<file path="src/scps_pkg.sv">
// shared types, constants and helper functions for the crossfade pitch shifter
// no dependencies; used by scps_ctrl, scps_dp and the top level
`default_nettype none

package scps_pkg;

    localparam int SAMPLE_BITS    = 16;
    localparam int WIDE_BITS      = SAMPLE_BITS + 8;
    localparam int PHASE_FRACTION = 12;
    localparam int CFG_BITS       = 23;
    localparam int CFG_IDX_BITS   = 3;
    localparam int GAIN_ONE       = 65536;
    localparam int CUT_LOW        = 655;
    localparam int CUT_HIGH       = 64880;
    localparam logic [63:0] Q30_ONE = 64'd1073741824;
    localparam logic [63:0] PI_Q30  = 64'd3373259426;

    typedef enum logic [CFG_IDX_BITS-1:0] {
        REG_PITCH_STEP      = 3'd0,
        REG_DELAY_LENGTH    = 3'd1,
        REG_DELAY_FEEDBACK  = 3'd2,
        REG_DRY_WET         = 3'd3,
        REG_CUTOFF          = 3'd4,
        REG_FILTER_FEEDBACK = 3'd5,
        REG_FILTER_TYPE     = 3'd6,
        REG_OUTPUT_VOLUME   = 3'd7
    } t_cfg_reg;

    typedef enum logic [1:0] {
        ST_CLEAR,
        ST_IDLE,
        ST_RUN,
        ST_DONE
    } t_state;

    // datapath steps for one channel, in execution order
    typedef enum logic [4:0] {
        OP_DRD, OP_DMUL, OP_PWR, OP_TRA, OP_MULA, OP_TRB, OP_MULB, OP_FIN,
        OP_MULR, OP_T, OP_MUL1, OP_F1, OP_MUL2, OP_F2, OP_MULW, OP_WET,
        OP_MULD, OP_MIX, OP_MULV, OP_OUT, OP_NONE
    } t_op;

    typedef struct packed {
        t_op  op;
        logic ch;
        logic start;
        logic finish;
        logic clear;
    } t_cmd;

    typedef struct packed {
        logic clear_done;
        logic out_busy;
    } t_stat;

    function automatic logic signed [WIDE_BITS-1:0] sat_wide(input logic signed [47:0] v);
        logic signed [47:0] hi;
        logic signed [47:0] lo;
        hi = 48'sd8388607;
        lo = -48'sd8388608;
        if (v > hi) begin
            return 24'sh7FFFFF;
        end else if (v < lo) begin
            return 24'sh800000;
        end
        return v[WIDE_BITS-1:0];
    endfunction

    function automatic logic signed [SAMPLE_BITS-1:0] sat_sample(input logic signed [47:0] v);
        logic signed [47:0] hi;
        logic signed [47:0] lo;
        hi = 48'sd32767;
        lo = -48'sd32768;
        if (v > hi) begin
            return 16'sh7FFF;
        end else if (v < lo) begin
            return 16'sh8000;
        end
        return v[SAMPLE_BITS-1:0];
    endfunction

    // sin^2 window value from an angle in Q30, degree-9 taylor sine
    function automatic logic [15:0] fade_from_x(input logic [63:0] x);
        logic [63:0] x2;
        logic [63:0] t;
        logic [63:0] sn;
        logic [63:0] sq;
        logic [63:0] f;
        x2 = (x * x) >> 30;
        t  = Q30_ONE - x2 / 72;
        t  = Q30_ONE - ((x2 * t) >> 30) / 42;
        t  = Q30_ONE - ((x2 * t) >> 30) / 20;
        t  = Q30_ONE - ((x2 * t) >> 30) / 6;
        sn = (x * t) >> 30;
        sq = (sn * sn) >> 30;
        f  = (sq * 64'd65536 + 64'd536870912) >> 30;
        if (f > 64'd65535) begin
            return 16'hFFFF;
        end
        return f[15:0];
    endfunction

endpackage

`default_nettype wire

</file>
<file path="src/scps_ctrl.sv">
// sequencer for the crossfade pitch shifter: reset clear, per-channel step order
// depends on scps_pkg
`default_nettype none

module scps_ctrl (
    input  wire             i_clk,
    input  wire             i_rst_n,
    input  wire             i_valid,
    output logic            o_stall,
    input  scps_pkg::t_stat i_stat,
    output scps_pkg::t_cmd  o_cmd
);

    scps_pkg::t_state r_state, n_state;
    scps_pkg::t_op    r_op, n_op;
    logic             r_ch, n_ch;

    always_ff @(posedge i_clk) begin
        if (!i_rst_n) begin
            r_state <= scps_pkg::ST_CLEAR;
            r_op    <= scps_pkg::OP_NONE;
            r_ch    <= 1'b0;
        end else begin
            r_state <= n_state;
            r_op    <= n_op;
            r_ch    <= n_ch;
        end
    end

    always_comb begin
        n_state      = r_state;
        n_op         = r_op;
        n_ch         = r_ch;
        o_cmd.op     = scps_pkg::OP_NONE;
        o_cmd.ch     = r_ch;
        o_cmd.start  = 1'b0;
        o_cmd.finish = 1'b0;
        o_cmd.clear  = 1'b0;
        o_stall      = 1'b1;
        case (r_state)
            scps_pkg::ST_CLEAR: begin
                o_cmd.clear = 1'b1;
                if (i_stat.clear_done) begin
                    n_state = scps_pkg::ST_IDLE;
                end
            end
            scps_pkg::ST_IDLE: begin
                o_stall = 1'b0;
                if (i_valid) begin
                    o_cmd.start = 1'b1;
                    n_state     = scps_pkg::ST_RUN;
                    n_op        = scps_pkg::OP_DRD;
                    n_ch        = 1'b0;
                end
            end
            scps_pkg::ST_RUN: begin
                o_cmd.op = r_op;
                if (r_op == scps_pkg::OP_OUT) begin
                    if (r_ch) begin
                        n_state = scps_pkg::ST_DONE;
                        n_op    = scps_pkg::OP_NONE;
                    end else begin
                        n_op = scps_pkg::OP_DRD;
                        n_ch = 1'b1;
                    end
                end else begin
                    n_op = scps_pkg::t_op'(r_op + 5'd1);
                end
            end
            scps_pkg::ST_DONE: begin
                // hold the finished pair until the output register is free
                if (!i_stat.out_busy) begin
                    o_cmd.finish = 1'b1;
                    n_state      = scps_pkg::ST_IDLE;
                end
            end
            default: begin
                n_state = scps_pkg::ST_IDLE;
            end
        endcase
    end

endmodule

`default_nettype wire

</file>
<file path="config.mk">
export PLATFORM = sky130hd
export DESIGN_NAME = scps_ctrl
export DESIGN_NICKNAME = d
export VERILOG_FILES = /design/src/scps_pkg.sv /design/src/scps_ctrl.sv
export SDC_FILE = /design/constraint.sdc
export NUM_CORES = 1
export LEC_CHECK = 0
export BUFFER_PORTS_ARGS = -buffer_cell sky130_fd_sc_hd__buf_2
export CAP_MARGIN = 20
export CORE_AREA = 2 2 39 41
export CTS_BUF_LIST = sky130_fd_sc_hd__clkbuf_4 sky130_fd_sc_hd__clkbuf_8
export DETAILED_ROUTE_END_ITERATION = 8
export DIE_AREA = 0 0 41 43
export GPL_TIMING_DRIVEN = 0
export PLACE_DENSITY = 0.75
export SYNTH_ARGS = -nofsm -noshare
export SYNTH_HDL_FRONTEND = slang
export SYNTH_SLANG_ARGS = --single-unit
</file>
<file path="constraint.sdc">
create_clock -name i_clk -period 1.5 [get_ports i_clk]
set_input_delay 0.15 -clock i_clk [delete_from_list [all_inputs] [get_ports i_clk]]
set_output_delay 0.15 -clock i_clk [all_outputs]
set_load 0.02 [all_outputs]
</file>
**Yosys cells after proc, flatten, opt, wreduce, memory -nomap -nowiden**

Cells that the tools add are included.

- Register bits after elaboration: 8
- Output and inout bits: 10

- Equal/unequal tests: 9
- $add $sub $neg: 1
- Reductions and logical operators: 5
- Mux-type cells: 20

Operator list:

| operator | count |
|---|---|
| 2-to-1 mux 5 bit | 4 |
| 2-to-1 mux 2 bit | 5 |
| != test 2 bit, second input constant | 5 |
| case mux 5 bit (2 select lines) | 1 |
| 2-to-1 mux 1 bit | 8 |
| case mux 2 bit (4 select lines) | 1 |
| adder 5 x 1 -> 5 bit, second input constant | 1 |
| == test 5 bit, second input constant | 1 |
| AND reduction 5 bit | 1 |
| == test 2 bit, second input constant | 2 |
| AND reduction 3 bit | 1 |
| == test 2 x 1 -> 1 bit, second input constant | 1 |
| logical NOT 2 bit | 1 |
| case mux 1 bit (2 select lines) | 1 |
| AND reduction 2 bit | 1 |
| nonzero test 2 bit | 1 |

**Logic depth before layout (Yosys ltp)**

- Depth after elaboration: 3
- Gate-level depth with buffers: 6

**Least setup slack after synthesis**

OpenSTA, ideal clock, no wires.

- Path kind: register to register
- From: register r_state[1]
- To: register r_op[2]
- Cell stages (with the launch flop): 6
- Buffers on the path: 0
- Required time: 1.378 ns
- Arrival: 1.464 ns
- Setup slack: -0.086 ns
- Clock period less this slack: 1.586 ns
- Path through: dfxtp_1 > inv_1 > ha_1 > mux2i_1 > nor4b_1 > a221o_1

- Word-level cells in the longest chain between the ends: 3

RTL lines:

| what | line | text |
|---|---|---|
| start: declaration | scps_ctrl.sv:14 | `scps_pkg::t_state r_state, n_state;` |
| start signal: assignment | scps_ctrl.sv:20 | `r_state <= scps_pkg::ST_CLEAR;` |
| start signal: assignment | scps_ctrl.sv:24 | `r_state <= n_state;` |
| == test 2 x 1 -> 1 bit / == test 2 bit (equally long branches) | scps_ctrl.sv:40 | `case (r_state)` |
| != test 2 bit (no line) / nonzero test 2 bit (equally long branches) | n/a |  |
| AND reduction 2 bit (no line) | n/a |  |
| end signal: assignment | scps_ctrl.sv:21 | `r_op <= scps_pkg::OP_NONE;` |
| end signal: assignment | scps_ctrl.sv:25 | `r_op <= n_op;` |
| end: declaration | scps_ctrl.sv:15 | `scps_pkg::t_op r_op, n_op;` |

Parallel ways exist; a longest one is shown, timed or not.
A chain may end at the register's enable or synchronous reset.

**Final worst setup path**

- From: register r_state[0]
- To: register r_state[1]

- Word-level cells in the longest chain between the ends: 3

RTL lines:

| what | line |
|---|---|
| == test 2 bit (tied with other cells) | scps_ctrl.sv:40 |
| != test 2 bit (no line) | n/a |
| AND reduction 5 bit (no line) | n/a |

Parallel ways exist; a longest one is shown, timed or not.

==> flow_metrics.tcl <==
set metrics [dict create \
    status "completed" \
    die_area_sq_mm 0.00176 \
    slew_headroom_pct 70.1 \
    p_comb_share_pct 66.1 \
    power_frac_seq_pct 22.3 \
    start_kind "flop" \
    portBuffers 14 \
    cp.arrival_ns 1.68 \
    multi_input_area_sq_um 470 \
    synth_seq_cells 8 \
    clkSinkCount 8 \
    rows 14 \
    min_period_ns 1.49 \
    drtIter0Drc 9 \
    fill_cells 108 \
    clk_latency_ns 0.27 \
    routed_via_density 5.70 \
    internal-power_w 0.000871 \
    wl_per_cell_microns 15.5 \
    dp_hpwl_microns 834 \
    crit_chain "buf_6, ha_4, nand2b_4, o21ai_4, a2111oi_4, mux2i_1" \
    die_x_microns 41 \
    num_antenna_cells 0 \
    drcViolationCount 0 \
    wl_microns 1760 \
    ctsHoldBuffers 0 \
    gp_congestion 0.773 \
    synth_cells 67 \
    synth_cell_types 27 \
    setup_tns_ns 0 \
    final_nets 109 \
    tightest_slew_ns 0.448 \
    grtUsageTotal_pct 21.9 \
    grt_max_degree 11 \
    leakage_nw 0.385 \
    hp-class "in2reg" \
    min_delay_path_depth 3 \
    ant_nets 0 \
    max-clock-path-buffers 2 \
    hold_start "i_rst_n" \
    vias 644 \
    start_util_pct 40.9 \
    grt_overflow 0 \
    p_sw_w 0.000661 \
    crit_family "compound AO/OA/AOI/OAI gates" \
    cp_data_required_time_ns 1.69 \
    maxSlewViolCount 0 \
    worst_path_largest_cell_delay_ns 0.40 \
    crit_slowest_cell "a2111oi_4" \
    r2r.worst_path.cells 6 \
    cap_violations 0 \
    swShare_pct 43.1 \
    path_buf_inv 1 \
    fin_worst_skew_ns 0.00463 \
    max_freq_ghz 0.671 \
    crit_path_start "r_state[0]" \
    finalHoldViolations 0 \
    final_cell_area_sq_um 892 \
    antenna_found_initial 0 \
    path_class "reg2reg" \
    reg2reg_from "r_state[0]" \
    endpoint_kind "flop" \
    synth_nets 77 \
    clockRootBuffer "clkbuf_4" \
    numCtsBuffers 3 \
    htreeDepth 1 \
    crit_cells 6 \
    place_area_sq_um 662 \
    die_h_microns 43 \
    cts_tree "done" \
    ys_seq_area_share_pct 28.3 \
    grt_pass1_vias 573 \
    drtPass1Iterations 4 \
    drive_above_1_share_pct 50.5 \
    fin_total_pwr_w 0.00153 \
    whs_ns 0.178 \
    seqCellArea_sq_um 168 \
    setup_viol 0 \
    grt_pass1_wl_microns 2560 \
    crit_fanout 4 \
    ir_worst_vdd_mv 0.961 \
    clk_pin_slew_ns 0.06 \
    ios 15 \
    syn_avg_cell_area_sq_um 8.44 \
    core_sq_mm 0.00138 \
    period_share_pct 99.4 \
    clkPwrFrac_pct 11.6 \
    synth.cell_area_sq_um 566 \
    area_delta_synth_final_pct 57.7 \
    rsz0062_at_grt "yes" \
    powerDensity_mw_per_mm2 1720 \
    ys_warn_count 0 \
]
==> layout make-up <==
cell class                      count  area share, %
Inverter                            5           2.10
Multi-Input combinational cell     52           52.7
Sequential cell                     8           18.8
Timing Repair Buffer               26           18.7
Clock buffer                        3           2.52
Buffer                              3           2.95
Tap cell                           16           2.24
==> stage by stage <==
stage / cells / utilization (%) / setup slack (ns)
3_3_place_gp: 97 / 47.8 / -0.135
4_1_cts: 108 / 59.0 / -0.00331
6_report: 113 / 64.5 / 0.00973
2_1_floorplan: 67 / - / 0.00934
3_5_place_dp: 97 / 47.8 / -0.165
5_1_grt: 113 / 64.5 / -0.0465
==> kinds of logic after synthesis <==
kind of cell	count (synthesis)	synth area share, %
mux	3	5.31
flops	8	28.3
buf+inv	8	5.97
fa+ha+maj	5	11.1
simple gates	32	33.0
compound gates	11	16.4
==> synthesized netlist by cell type <==
| master | count | share of area (%) |
|---|---|---|
| nand4_1 | 1 | 1.1 |
| ha_1 | 5 | 11 |
| nor2b_2 | 1 | 1.5 |
| nand3_1 | 4 | 3.5 |
| nor2b_1 | 3 | 3.3 |
| nor4b_1 | 2 | 3.1 |
| and4bb_2 | 1 | 2.2 |
| o21bai_1 | 1 | 1.3 |
| nand2_1 | 8 | 5.3 |
| dfxtp_1 | 8 | 28 |
| nand2b_1 | 3 | 3.3 |
| nand3b_1 | 1 | 1.3 |
| a221o_1 | 1 | 1.8 |
| nor3_1 | 1 | 0.88 |
| a21boi_0 | 1 | 1.3 |
| o31ai_1 | 1 | 1.3 |
| inv_1 | 5 | 3.3 |
| nor2_1 | 2 | 1.3 |
| nand4b_1 | 1 | 1.5 |
| and2_1 | 4 | 4.4 |
| o21ai_0 | 3 | 2.7 |
| buf_4 | 1 | 1.3 |
| a21oi_1 | 1 | 0.88 |
| mux2i_1 | 3 | 5.3 |
| clkbuf_1 | 2 | 1.3 |
| a31oi_1 | 2 | 2.2 |
| a2111oi_4 | 1 | 4.9 |
==> routing by layer <==
layer  wire [microns]  vias to the layer above  track usage (%)
li1                 -                      300                -
met1              730                      309             25.9
met2              853                       28             32.5
met3              113                        7             5.24
met4               60                        0             16.0
met5                0                        -                0
==> layout by cell type, fill, tap and decap left out, types with 2 or more instances in the layout <==
master,synthesis,layout
buf_4,1,13
buf_2,0,13
nand2_1,8,8
and2_1,4,4
nand3_1,4,4
dfxtp_1,8,4
inv_2,0,3
nor2b_1,3,3
ha_4,0,3
clkbuf_4,0,3
dfxtp_2,0,3
inv_1,5,2
nand2b_1,3,2
mux2i_4,0,2
nor4b_1,2,2
o21ai_0,3,2
a31oi_1,2,2
nor2_1,2,2
mux2i_1,3,2
==> power by group through the flow <==
stage / logic (W) / clock network, W / registers, W
floorplan: 0.000485 / 0 / 0.000306
global placement: 0.000579 / 0 / 0.000318
detailed placement: 0.000593 / 0 / 0.000321
CTS: 0.000784 / 0.000178 / 0.000324
global route: 0.00106 / 0.000192 / 0.000346
finish: 0.00101 / 0.000178 / 0.000342
==> worst register-to-register path: stages (launching register included) <==
cell and delay (ns):
dfxtp_2 0.34, buf_6 0.12, ha_4 0.18, nand2b_4 0.10, o21ai_4 0.07, a2111oi_4 0.40, mux2i_1 0.22
==> state kept, by name, summed over array words and instances, names as in the netlist <==
name     count
r_state      2
r_ch         1
r_op         5
==> repair_timing <==
action / in CTS / in global routing
endpoints found under the setup margin: 12 / 9
gates resized for setup: 15 / 11
setup buffers: 7 / 5
gates cloned: 1 / 0
pin swaps: 3 / 3
==> path summary, 6_finish.rpt <==
path | to | slack (ns)
max | r_state[1] | 0.01
min | r_op[4] | 0.18
max reg2reg | r_state[1] | 0.01
min reg2reg | r_op[4] | 0.52
(Power assumes the default switching activity.)
